--- config.mk ---
export PLATFORM = sky130hd
export DESIGN_NAME = icv_window
export DESIGN_NICKNAME = d
export VERILOG_FILES = /design/src/rtl/assert_macros.svh /design/src/rtl/icv_pkg.sv /design/src/rtl/icv_window.sv
export SDC_FILE = /design/constraint.sdc
export NUM_CORES = 2
export LEC_CHECK = 0
export ABC_CLOCK_PERIOD_IN_PS = 10000
export BUFFER_PORTS_ARGS = -buffer_cell sky130_fd_sc_hd__buf_2
export CORE_ASPECT_RATIO = 2
export CORE_MARGIN = 2
export CORE_UTILIZATION = 60
export CTS_CLUSTER_SIZE = 12
export DETAILED_ROUTE_END_ITERATION = 10
export GPL_TIMING_DRIVEN = 0
export PLACE_DENSITY = 0.79
export SLEW_MARGIN = 20
export SYNTH_ARGS = -nofsm -noshare
export SYNTH_HDL_FRONTEND = slang
export SYNTH_SLANG_ARGS = --single-unit
export TNS_END_PERCENT = 20
--- constraint.sdc ---
create_clock -name clk_i -period 10 [get_ports clk_i]
set_clock_uncertainty 0.05 [all_clocks]
set_input_delay 1 -clock clk_i [delete_from_list [all_inputs] [get_ports clk_i]]
set_output_delay 1 -clock clk_i [all_outputs]
set_load 0.05 [all_outputs]
--- src/rtl/assert_macros.svh ---
// ----------------------------------------------------------------------------
// Assertion macros
// Concurrent property checks with a clock, an active-low reset and an
// implication. Both macros compile to nothing when SYNTHESIS is defined.
// ----------------------------------------------------------------------------
`ifndef ASSERT_MACROS_SVH
`define ASSERT_MACROS_SVH
`ifndef SYNTHESIS
// same-cycle implication
`define ASSERT_IMPLY(label, clk, rst_n, ante, cons) \
  label: assert property (@(posedge clk) disable iff (!rst_n) (ante) |-> (cons)) \
    else $error("assertion failed");
// next-cycle implication
`define ASSERT_NEXT(label, clk, rst_n, ante, cons) \
  label: assert property (@(posedge clk) disable iff (!rst_n) (ante) |=> (cons)) \
    else $error("assertion failed");
`else
`define ASSERT_IMPLY(label, clk, rst_n, ante, cons)
`define ASSERT_NEXT(label, clk, rst_n, ante, cons)
`endif
`endif

--- src/rtl/icv_pkg.sv ---
`timescale 1ns / 1ps
// ----------------------------------------------------------------------------
// icv_pkg
// Types and constants shared by the 3x3 convolution modules.
// ----------------------------------------------------------------------------
package icv_pkg;

  localparam int unsigned PIX_W        = 8;
  localparam int unsigned COEF_W       = 8;
  localparam int unsigned DIM_W        = 11;
  localparam int unsigned ROW_W        = 10;
  localparam int unsigned DIM_RESET    = 1024;
  localparam int unsigned HEIGHT_LIMIT = 1024;
  localparam int unsigned MIN_DIM      = 3;
  localparam int unsigned DIV_W        = 8;
  localparam int unsigned PROD_W       = 17;  // s8 coef * u8 pixel
  localparam int unsigned SUM_W        = 20;  // nine products, signed
  localparam int unsigned MAG_W        = 19;  // |sum| <= 9 * 128 * 255

  localparam int unsigned CFG_IDX_W  = 3;
  localparam int unsigned CFG_DATA_W = 24;

  localparam logic [CFG_IDX_W-1:0] REG_IMAGE_WIDTH  = 3'd0;
  localparam logic [CFG_IDX_W-1:0] REG_IMAGE_HEIGHT = 3'd1;
  localparam logic [CFG_IDX_W-1:0] REG_NORM_DIVISOR = 3'd2;
  localparam logic [CFG_IDX_W-1:0] REG_COEF_TOP     = 3'd3;
  localparam logic [CFG_IDX_W-1:0] REG_COEF_MID     = 3'd4;
  localparam logic [CFG_IDX_W-1:0] REG_COEF_BOT     = 3'd5;

  localparam logic [PIX_W-1:0] PIX_MAX = 8'hFF;

  // one kernel row: element j holds k[i][j]
  typedef logic [2:0][COEF_W-1:0] coef_row_t;
  // whole kernel: element i is row i
  typedef coef_row_t [2:0] coef_mat_t;

  // control that travels with an item down the pipe
  typedef struct packed {
    logic valid;
    logic last;
  } tag_t;

endpackage

--- src/rtl/icv_window.sv ---
`timescale 1ns / 1ps
// ----------------------------------------------------------------------------
// icv_window
// 3x3 window assembly, line store write-back, kernel products and row sums.
// ----------------------------------------------------------------------------
module icv_window (
  input  logic                                clk_i,
  input  logic                                rst_ni,
  input  logic                                en_i,
  input  logic                                act_i,
  input  icv_pkg::tag_t                       tag_i,
  input  logic [icv_pkg::PIX_W-1:0]           px_i,
  input  logic [2*icv_pkg::PIX_W-1:0]         line_i,
  input  icv_pkg::coef_mat_t                  coef_i,
  output logic [2*icv_pkg::PIX_W-1:0]         wr_data_o,
  output logic signed [icv_pkg::SUM_W-1:0]    row_sum_o [3],
  output icv_pkg::tag_t                       tag_o
);
  import icv_pkg::*;

  logic [PIX_W-1:0]        win [3][3];
  logic [PIX_W-1:0]        win_q [3][2];
  logic signed [PROD_W-1:0] prod_d [3][3];
  logic signed [PROD_W-1:0] prod_q [3][3];
  logic signed [SUM_W-1:0]  row_sum_d [3];
  logic signed [SUM_W-1:0]  row_sum_q [3];
  tag_t                     tag2_q, tag3_q;

  // line word: upper byte two lines up, lower byte one line up
  always_comb begin
    for (int r = 0; r < 3; r++) begin
      win[r][0] = win_q[r][0];
      win[r][1] = win_q[r][1];
    end
    win[0][2] = line_i[2*PIX_W-1:PIX_W];
    win[1][2] = line_i[PIX_W-1:0];
    win[2][2] = px_i;
  end

  assign wr_data_o = {line_i[PIX_W-1:0], px_i};

  always_ff @(posedge clk_i or negedge rst_ni) begin
    if (!rst_ni) begin
      for (int r = 0; r < 3; r++) begin
        win_q[r][0] <= '0;
        win_q[r][1] <= '0;
      end
    end else if (en_i && act_i) begin
      for (int r = 0; r < 3; r++) begin
        win_q[r][0] <= win[r][1];
        win_q[r][1] <= win[r][2];
      end
    end
  end

  // flipped kernel: k[i][j] meets the pixel at row 2-i, column 2-j
  always_comb begin
    for (int i = 0; i < 3; i++) begin
      for (int j = 0; j < 3; j++) begin
        prod_d[i][j] =
          $signed({{(PROD_W-COEF_W){coef_i[i][j][COEF_W-1]}}, coef_i[i][j]}) *
          $signed({{(PROD_W-PIX_W){1'b0}}, win[2-i][2-j]});
      end
    end
  end

  always_comb begin
    for (int i = 0; i < 3; i++) begin
      row_sum_d[i] = SUM_W'(prod_q[i][0]) + SUM_W'(prod_q[i][1]) + SUM_W'(prod_q[i][2]);
    end
  end

  always_ff @(posedge clk_i or negedge rst_ni) begin
    if (!rst_ni) begin
      tag2_q <= '0;
      tag3_q <= '0;
    end else if (en_i) begin
      tag2_q <= tag_i;
      tag3_q <= tag2_q;
    end
  end

  always_ff @(posedge clk_i) begin
    if (en_i) begin
      prod_q    <= prod_d;
      row_sum_q <= row_sum_d;
    end
  end

  assign row_sum_o = row_sum_q;
  assign tag_o     = tag3_q;

endmodule

==> out/qor.txt <==
Achievable clock frequency: 196 MHz
Post-CTS Setup Repair Bufs: 0
Die H: 329 um
Post-route cell area: 34,400 sq um
Post-cts resize count: 0
GPL Wtd Cong: 0.912
Initial DRC count: 985
Crit path cell chain: clkbuf_1, nand2_1, fa_1, fa_1, inv_1, fa_1, inv_1, fa_1, inv_1, ha_1, o21a_1, o31a_1, o21a_1, o21a_1, o41ai_2, xnor2_1
Number of global-route vias before repair: 25,100
IO Port Bufs: 179
GRT Total Usage: 29.1%
Avg Inst Size Synth: 10.4 sq um
Final ANT Viol Nets: 0
# Max-Cap Violations: 0
Syn nets: 3,962
Outcome: completed
Relative slew slack: 41.4%
Slew @ Worst Pin: 879 ps
Number of CTS-inserted buffers: 28
Area growth from synthesis to layout: 8.60%
Final wirelength: 76,900 um
Vias per inst: 5.69
Synth Cell Area: 31,700 sq um
Worst hold slack: 272 ps
Hold_buf cts: 0
Overflow after GRT: 0
TritonRoute pass-1 iters: 6
CP arrival: 5350 ps
Worst path max stage delay: 550 ps
Placement Rows: 119
Most used cell, CP: fa_1
H-tree depth: 1
Reg clk slew, reported paths: 70 ps
Critical Path Start Type: flop
Global-route wire length before repair: 125,000 um
Required time worst endpoint: 10,250 ps
Max Buffers Root-to-Sink: 3
Die Area: 54,700 sq um
Total negative setup slack: 0 ps
WL/cell: 19.5 um
Chip width: 166 um
Synth async-reset ratio: 19.8%
# setup viols final: 0
Io pins: 180
Nets: 4,174
Crit-path max FO: 10
Synth Warn #: 0
Reg area: 7610 sq um
CP max stage cell: clkbuf_1
Final Hold Vio Count: 0
Post-Place Cell Area: 33,500 sq um
Post-synth top flop: edfxtp_1
Starting Density: 60.4%
Unrepaired setup endpoints after global routing: no
Crit share post-route: 51.0%
TritonCTS clock tree: done
Fin crit period: 5100 ps
Worst Path Class, Setup: flop to flop
CTS Sinks: 262
Post-synth EDFFs: 210
CTS root buffer: clkbuf_16
Area of the multi-input gates: 21,800 sq um
Worst path buffer plus inverter count: 4
Count of cell types in the netlist: 71
Initial antenna violation count: 9
Clk Latency, worst-skew pair: 580 ps
Layout cell share with drive strength beyond 1: 10.1%
Vias: 22,400
Type of the most critical hold path: input port to async pin
Critical Path End Type: flop
Core area: 52,400 sq um
Filler cells: 4,102
Post-route DRC: 0
Cells after Synth: 3,035
Largest net degree at the start of global routing: 97
Delay-heaviest family, CP: adder cells
Register area share after synthesis: 24.0%
HPWL after DPL: 64,200 um
Fin. max-slew vios: 0
Flops & latches, synth: 262
==> routing by layer <==
metal	vias to the layer above	routed length, um	global-route usage, %	part of all wire [%]
met3	278	3130	3.24	4.1
met2	644	42600	57.0	55
met5	-	79	0	0.10
met4	12	6440	21.0	8.4
met1	11200	24700	27.5	32
li1	10300	-	-	-
==> Yosys cell counts (all sizes together), types with 5 or more instances <==
cell,instances,area share (%)
o21ai,67,1.1
o41ai,8,0.46
xnor2,97,2.7
buf,23,0.51
or2,6,0.12
a31oi,8,0.21
a21o,42,1.0
fa,387,24
o31ai,5,0.12
a31o,9,0.25
o21bai,11,0.26
nand3,22,0.35
clkbuf,22,0.26
nor2b,25,0.49
and3,8,0.16
or3,6,0.12
a21oi,94,1.5
inv,529,6.3
mux2,54,1.9
nand3b,5,0.12
and2,371,7.3
o211ai,10,0.24
nor3,31,0.49
o21a,13,0.33
nand2b,54,1.1
a311oi,6,0.17
ha,438,17
o31a,6,0.17
nor2,131,1.6
a211oi,21,0.51
a21boi,6,0.14
xor2,31,0.86
edfxtp,210,20
a2111oi,6,0.23
dfrtp,52,4.1
nand2,181,2.1
==> layout make-up <==
class                      count  area share [%]
timing repair buffer         182            2.86
antenna                        5          0.0364
buffer                        45           0.713
sequential                   262            22.1
clock inverter                 8           0.389
tap                          665            2.42
multi-input combinational   2198            63.5
inverter                     530            5.78
clock buffer                  44            2.21
==> placed cells by master, fill, tap and decap left out, drive strengths merged, types with 8 or more instances in the layout <==
cell type,count
and3,8
clkbuf,66
buf,205
nand2b,54
xor2,31
o41ai,8
xnor2,97
nand3,22
dfrtp,52
o211ai,10
a21o,42
a31oi,8
o21bai,11
and2,371
nor2,131
o21ai,67
a21oi,94
inv,530
a211oi,21
a31o,9
ha,438
nor3,31
nand2,181
fa,387
o21a,13
nor2b,25
mux2,54
edfxtp,210
==> cells by family (layout without fill, tap and decap cells) <==
logic type,count (synthesis),count (layout),share of synthesized area (%)
simple gates,859,859,14.4
flops,262,262,24.0
other cells,0,5,0
mux,56,56,1.98
xor+xnor,128,128,3.54
fa+ha+maj,825,825,41.8
compound gates,330,330,7.21
buf+inv,575,809,7.06
==> stage by stage <==
step           setup WS, ps  std cells  utilization (%)
6_report               4900       3939             65.6
5_1_grt                4730       3936             65.6
4_1_cts                4920       3934             65.6
3_5_place_dp           4400       3882             63.9
3_3_place_gp           3700       3879             63.7
2_1_floorplan          5050       3035                -
==> path summary, 6_finish.rpt <==
path,startpoint,to,slack [ps],cells after the start
hold reg to reg,tag_o[0],tag_o[0],460,1
setup / recovery,win[58],prod_q[33],4900,16
max in group asynchronous,rst_ni,win[64],9080,2
min in group clk_i,tag_o[0],tag_o[0],460,1
setup reg to reg,win[58],prod_q[33],4900,16
hold / removal,rst_ni,win[15],270,1
==> state kept, by name, indices dropped and copies added, names as in the netlist <==
signal,flops
win,48
tag2_q,2
tag_o,2
prod_q,153
row_sum_o,57
Power is not shown: default switching activity piles up to over one toggle a cycle in this logic, so the estimate is an artifact.
