**src/rtl/assert_macros.svh**
```systemverilog
// ----------------------------------------------------------------------------
// Assertion macros
// Concurrent property checks with a clock, an active-low reset and an
// implication. Both macros compile to nothing when SYNTHESIS is defined.
// ----------------------------------------------------------------------------
`ifndef ASSERT_MACROS_SVH
`define ASSERT_MACROS_SVH
`ifndef SYNTHESIS
// same-cycle implication
`define ASSERT_IMPLY(label, clk, rst_n, ante, cons) \
  label: assert property (@(posedge clk) disable iff (!rst_n) (ante) |-> (cons)) \
    else $error("assertion failed");
// next-cycle implication
`define ASSERT_NEXT(label, clk, rst_n, ante, cons) \
  label: assert property (@(posedge clk) disable iff (!rst_n) (ante) |=> (cons)) \
    else $error("assertion failed");
`else
`define ASSERT_IMPLY(label, clk, rst_n, ante, cons)
`define ASSERT_NEXT(label, clk, rst_n, ante, cons)
`endif
`endif

```
**src/rtl/icv_pkg.sv**
```systemverilog
`timescale 1ns / 1ps
// ----------------------------------------------------------------------------
// icv_pkg
// Types and constants shared by the 3x3 convolution modules.
// ----------------------------------------------------------------------------
package icv_pkg;

  localparam int unsigned PIX_W        = 8;
  localparam int unsigned COEF_W       = 8;
  localparam int unsigned DIM_W        = 11;
  localparam int unsigned ROW_W        = 10;
  localparam int unsigned DIM_RESET    = 1024;
  localparam int unsigned HEIGHT_LIMIT = 1024;
  localparam int unsigned MIN_DIM      = 3;
  localparam int unsigned DIV_W        = 8;
  localparam int unsigned PROD_W       = 17;  // s8 coef * u8 pixel
  localparam int unsigned SUM_W        = 20;  // nine products, signed
  localparam int unsigned MAG_W        = 19;  // |sum| <= 9 * 128 * 255

  localparam int unsigned CFG_IDX_W  = 3;
  localparam int unsigned CFG_DATA_W = 24;

  localparam logic [CFG_IDX_W-1:0] REG_IMAGE_WIDTH  = 3'd0;
  localparam logic [CFG_IDX_W-1:0] REG_IMAGE_HEIGHT = 3'd1;
  localparam logic [CFG_IDX_W-1:0] REG_NORM_DIVISOR = 3'd2;
  localparam logic [CFG_IDX_W-1:0] REG_COEF_TOP     = 3'd3;
  localparam logic [CFG_IDX_W-1:0] REG_COEF_MID     = 3'd4;
  localparam logic [CFG_IDX_W-1:0] REG_COEF_BOT     = 3'd5;

  localparam logic [PIX_W-1:0] PIX_MAX = 8'hFF;

  // one kernel row: element j holds k[i][j]
  typedef logic [2:0][COEF_W-1:0] coef_row_t;
  // whole kernel: element i is row i
  typedef coef_row_t [2:0] coef_mat_t;

  // control that travels with an item down the pipe
  typedef struct packed {
    logic valid;
    logic last;
  } tag_t;

endpackage

```
**src/rtl/icv_div.sv**
```systemverilog
`timescale 1ns / 1ps
`include "assert_macros.svh"
// ----------------------------------------------------------------------------
// icv_div
// Final sum, magnitude, saturation test and a pipelined restoring divider
// that retires one quotient bit per stage.
// ----------------------------------------------------------------------------
module icv_div (
  input  logic                              clk_i,
  input  logic                              rst_ni,
  input  logic                              en_i,
  input  logic [icv_pkg::DIV_W-1:0]         div_i,
  input  logic signed [icv_pkg::SUM_W-1:0]  row_sum_i [3],
  input  icv_pkg::tag_t                     tag_i,
  output logic                              valid_o,
  output logic [icv_pkg::PIX_W-1:0]         pixel_o,
  output logic                              last_o
);
  import icv_pkg::*;

  localparam int unsigned STEPS = PIX_W;
  localparam int unsigned HI_W  = MAG_W - PIX_W;

  logic signed [SUM_W-1:0] sum_q;
  tag_t                    tag_a_q;
  logic [SUM_W-1:0]        mag_full;
  logic [MAG_W-1:0]        mag;
  logic                    sat_d;

  logic [DIV_W-1:0] rem_q [STEPS+1];
  logic [PIX_W-1:0] low_q [STEPS+1];
  logic [PIX_W-1:0] quo_q [STEPS+1];
  logic             sat_q [STEPS+1];
  tag_t             tag_q [STEPS+1];

  always_ff @(posedge clk_i or negedge rst_ni) begin
    if (!rst_ni) begin
      tag_a_q  <= '0;
      tag_q[0] <= '0;
    end else if (en_i) begin
      tag_a_q  <= tag_i;
      tag_q[0] <= tag_a_q;
    end
  end

  assign mag_full = sum_q[SUM_W-1] ? SUM_W'(-sum_q) : SUM_W'(sum_q);
  assign mag      = mag_full[MAG_W-1:0];
  // quotient above 255 iff floor(mag / 256) >= div
  assign sat_d    = mag[MAG_W-1:PIX_W] >= HI_W'(div_i);

  always_ff @(posedge clk_i) begin
    if (en_i) begin
      sum_q    <= row_sum_i[0] + row_sum_i[1] + row_sum_i[2];
      rem_q[0] <= mag[PIX_W +: DIV_W];
      low_q[0] <= mag[PIX_W-1:0];
      quo_q[0] <= '0;
      sat_q[0] <= sat_d;
    end
  end

  for (genvar k = 0; k < STEPS; k++) begin : g_step
    logic [DIV_W:0] trial;
    logic [DIV_W:0] diff;
    logic           ge;

    assign trial = {rem_q[k], low_q[k][PIX_W-1]};
    assign diff  = trial - {1'b0, div_i};
    assign ge    = trial >= {1'b0, div_i};

    always_ff @(posedge clk_i or negedge rst_ni) begin
      if (!rst_ni) begin
        tag_q[k+1] <= '0;
      end else if (en_i) begin
        tag_q[k+1] <= tag_q[k];
      end
    end

    always_ff @(posedge clk_i) begin
      if (en_i) begin
        rem_q[k+1] <= ge ? diff[DIV_W-1:0] : trial[DIV_W-1:0];
        low_q[k+1] <= {low_q[k][PIX_W-2:0], 1'b0};
        quo_q[k+1] <= {quo_q[k][PIX_W-2:0], ge};
        sat_q[k+1] <= sat_q[k];
      end
    end
  end

  assign valid_o = tag_q[STEPS].valid;
  assign last_o  = tag_q[STEPS].last;
  assign pixel_o = sat_q[STEPS] ? PIX_MAX : quo_q[STEPS];

  // partial remainder of a live, unsaturated item never reaches the divisor
  for (genvar k = 0; k <= STEPS; k++) begin : g_chk
    `ASSERT_IMPLY(a_rem_below_div, clk_i, rst_ni, tag_q[k].valid && !sat_q[k], rem_q[k] < div_i)
  end

endmodule

```
**config.mk**
```make
export PLATFORM = sky130hd
export DESIGN_NAME = icv_div
export DESIGN_NICKNAME = d
export VERILOG_FILES = /design/src/rtl/icv_pkg.sv /design/src/rtl/icv_div.sv
export VERILOG_INCLUDE_DIRS = /design/src /design/src/rtl
export SDC_FILE = /design/constraint.sdc
export NUM_CORES = 1
export LEC_CHECK = 0
export BUFFER_PORTS_ARGS = -buffer_cell sky130_fd_sc_hd__buf_4
export CAP_MARGIN = 20
export CELL_PAD_IN_SITES_DETAIL_PLACEMENT = 1
export CELL_PAD_IN_SITES_GLOBAL_PLACEMENT = 1
export CORE_ASPECT_RATIO = 1.4
export CORE_UTILIZATION = 33
export CTS_BUF_LIST = sky130_fd_sc_hd__clkbuf_4 sky130_fd_sc_hd__clkbuf_8 sky130_fd_sc_hd__clkbuf_16
export DETAILED_ROUTE_END_ITERATION = 10
export HOLD_SLACK_MARGIN = 0.03
export PLACE_DENSITY_LB_ADDON = 0.1
export SETUP_SLACK_MARGIN = 0.5
export SYNTH_ARGS = -nofsm -noshare
export SYNTH_HDL_FRONTEND = slang
export SYNTH_SLANG_ARGS = --single-unit
export TNS_END_PERCENT = 1
```
**constraint.sdc**
```tcl
create_clock -name clk_i -period 8.66 [get_ports clk_i]
set_clock_uncertainty 0.2 [all_clocks]
set_input_delay 0.866 -clock clk_i [delete_from_list [all_inputs] [get_ports clk_i]]
set_output_delay 0.866 -clock clk_i [all_outputs]
set_load 0.03 [all_outputs]
```
==> impl_metrics.csv <==
group,metric,value,unit
logic_synthesis,ys_ff_latch,185,
sta,drv_slew,0,
outcome,status,"complete, no violations",
logic_synthesis,synth_edf_count,165,
placement,dpl.hpwl,17470,µm
logic_synthesis,synth_xor_area_frac,0.03375,
clock_network,htree_num_levels,4,
cells_and_area,regArea,5455,µm²
worst_setup_path,crit_fanout,3,
worst_setup_path,r2r_start,"sum_q[3]",
cells_and_area,layout_common_cells,"165 x edfxtp_1, 91 x ha_1, 83 x buf_4",
hold_path,hp-class,"in -> async",
die,fp-row-count,78,
worst_setup_path,cp_cell_sequence,"buf_4 -> fa_1 -> ha_1 -> inv_1 -> fa_1 -> nand2b_1 -> a21oi_1 -> nor2_1 -> o31ai_1 -> o221ai_1 -> xnor2_1",
worst_setup_path,cp_slowest_cell,"fa_1",
sta,worst_slack,5.055,ns
cells_and_area,multiInputGateArea,5206,µm²
die,die_w,155.6,µm
placement,dp.cells,1374,
logic_synthesis,syn_avg_cell_area,12.75,µm²
worst_setup_path,endpoint,"sum_q[19]",
pwr,pwr-share-seq,0.378,
pwr,p_switching,1.366,mW
global_routing,grt_overflow,0,
logic_synthesis,syn_nets,1046,
die,core,32500,µm²
logic_synthesis,async_flop_share,0.1081,
logic_synthesis,synth_top_family_by_area,"adder cells",
global_routing,track_usage,0.1448,
clock_network,cts_buffers,17,
sta,finalHoldViolCount,0,
worst_setup_path,criticalPathCategory,"in -> reg",
logic_synthesis,synth_top_flop_cell,"edfxtp_1",
cells_and_area,antenna_cells,0,
cells_and_area,utilization,0.3902,
logic_synthesis,synth_compound_area_frac,0.1336,
routing,final_antenna_net_count,0,
clock_network,post_cts_resized,0,
sta,fmax,277.4,MHz
global_routing,grt_start_max_net_pins,90,
pwr,cellLeakagePower,4.855,nW
logic_synthesis,synthAdderAreaFrac,0.1541,
clock_network,clock_sink_count,185,
logic_synthesis,synth.area.mux_share,0.06762,
sta,fin_crit,3.605,ns
routing,via_per_inst,5.004,
logic_synthesis,synth-warning-count,0,
clock_network,clkSlewWorstSetupHoldPaths,0.07,ns
worst_setup_path,end_kind,"flip-flop",
worst_setup_path,slowest_delay,0.53,ns
routing,vias,7036,
logic_synthesis,synth_top_area_frac,0.4546,
die,io_pins,83,
worst_setup_path,startpoint,"row_sum_i[1]",
pwr,p_per_area,308.3,nW/µm²
die,die_height,217.0,µm
die,dieArea,33770,µm²
global_routing,grt_pass1_vias,7737,
clock_network,cts_root_buf,"clkbuf_16",
pwr,ir_worst_vdd,0.1368,mV
pwr,p_int,2.544,mW
placement,io_buffer_count,82,
global_routing,antenna_found_initial,0,
global_routing,grt_pass1_wl,37470,µm
cells_and_area,final_nets,1144,
logic_synthesis,synth_cell_type_count,54,
sta,setup_viol,0,
worst_setup_path,startpoint_type,"input port",
routing,first_pass_iters,6,
cells_and_area,area_delta_synth_final,16.36,%
routing,remaining_drc_errors,0,
cells_and_area,fillCellCount,3485,
clock_network,max-clock-path-buffers,2,
clock_network,postCtsHoldBufs,0,
logic_synthesis,netlist_area,10900,µm²
worst_setup_path,r2r_setup_slack,5.30,ns
routing,drt_iter0_markers,230,
run,drv_cap,0,
worst_setup_path,rr_endpoint,"sat_q[0][0]",
worst_setup_path,crit_top_cell,"fa_1",
placement,gp_congestion,0.7632,
sta,rsz0062_at_grt,"no",
clock_network,clock_latency,0.45,ns
sta,slew_headroom,0.4925,
cells_and_area,mostFrequentLayoutCell,"edfxtp_1",
die,initial_core_util,0.3354,
placement,place_ws,4.534,ns
logic_synthesis,yosys.area.top_type,"edfxtp_1",
pwr,swShare,0.3495,
logic_synthesis,synth.top_cells.by_area,"edfxtp_1 45%, ha_1 10%, mux2_2 5.5%",
worst_setup_path,required,8.66,ns
worst_setup_path,rr_worst_depth,10,
pwr,p_comb_frac,0.416,
worst_setup_path,worstPathArrival,3.60,ns
logic_synthesis,synthSimpleGateAreaFrac,0.08862,
routing,detail_route.wl_per_cell,16.24,µm
logic_synthesis,ys_seq_area_frac,0.5005,
clock_network,cts_tree,"yes",
cells_and_area,drive_gt1_frac,0.2122,
sta,tns,0,ns
routing,wl,22830,µm
sta,min_period_over_period,0.4163,
pwr,clock_power_share,0.207,
cells_and_area,finalNonFillerCells,1406,
clock_network,post_cts_buffers,0,
sta,tightestPinTransition,0.7612,ns
logic_synthesis,synthCells,855,
[area by class of cell]
class,count,share of cell area
Inverter,58,0.01717
Tap cell,440,0.04341
Multi-Input combinational cell,607,0.4105
Clock inverter,15,0.01500
Sequential cell,185,0.4301
Timing Repair Buffer,84,0.05022
Clock buffer,17,0.03354
[stage by stage]
step                area (µm²)  power (mW)  hold WS (ns)
CTS                      12680       3.978       0.07921
detailed placement       12070       3.148        0.2052
global route             12680       4.194       0.08961
finish                   12680       3.910       0.09230
floorplan                10900       2.703        0.2003
global placement         12070       3.113        0.2004
[synthesized netlist by cell type (2+ instances only)]
library cell and n:
edfxtp_1 165, nand3b_1 6, o21ai_0 41, o31a_1 6, o21ai_1 2, xnor2_1 35, a31oi_1 2, or2_2 10
a21o_1 12, mux2i_1 14, or4b_2 6, nor3_1 8, mux2_2 53, nand3_1 4, a21oi_2 6, a211oi_4 6
fa_1 27, o31ai_1 8, inv_1 58, a21oi_1 32, o211ai_1 5, or3_1 2, o2111ai_1 8, a21boi_0 15
ha_1 91, xor2_1 7, o21a_1 21, o21bai_1 2, nor4_1 9, nor2_1 60, a21boi_1 7, nand4_1 14
clkbuf_1 4, o41ai_1 5, nor2b_1 17, a211oi_1 3, nand2b_1 6, and3_1 4, or4_1 2, o31ai_4 6
dfrtp_1 20, nand2_1 34
[registers in the layout, summed over array words and instances, names as in the netlist]
name	cells
rem_q	64
sat_q	9
last_o	1
tag_q	16
sum_q	20
low_q	36
quo_q	36
valid_o	1
tag_a_q	2
[per-layer routing]
layer	share of wire	vias up	global-route usage
li1	-	3412	-
met1	0.35	3475	0.1310
met2	0.59	116	0.3025
met3	0.022	33	0.02389
met4	0.030	0	0.06503
met5	0	-	0
[cell families after synthesis]
kind of cell / count (synthesis)
compound gates: 193
simple gates: 187
flops: 185
fa+ha+maj: 118
mux: 67
buf+inv: 63
xor+xnor: 42
[worst min-delay path by stage]
stage,startpoint,end
floorplan,low_q[0][1],low_q[0][10]
global placement,quo_q[1][27],quo_q[2][4]
detailed placement,low_q[0][54],low_q[0][63]
CTS,rst_ni,tag_q[17]
global route,rst_ni,tag_a_q[0]
finish,rst_ni,tag_q[14]
[power by group through the flow]
| stage | Sequential, mW | Combinational, mW | Clock [mW] |
|---|---|---|---|
| 2_1_floorplan | 1.45 | 1.25 | 0 |
| 3_3_place_gp | 1.50 | 1.62 | 0 |
| 3_5_place_dp | 1.50 | 1.65 | 0 |
| 4_1_cts | 1.48 | 1.66 | 0.839 |
| 5_1_grt | 1.51 | 1.82 | 0.865 |
| 6_report | 1.48 | 1.62 | 0.808 |
[critical path, delay by kind of cell]
family / cells / cell delay (ns)
buffers and inverters: 2 / 0.17
xor gates and xnor gates: 1 / 0.16
and+or+nand+nor: 2 / 0.32
AOI/OAI and AO/OA: 3 / 0.96
adders and majority gates: 3 / 1.12
Note: power is estimated with default switching activity, not from simulation.
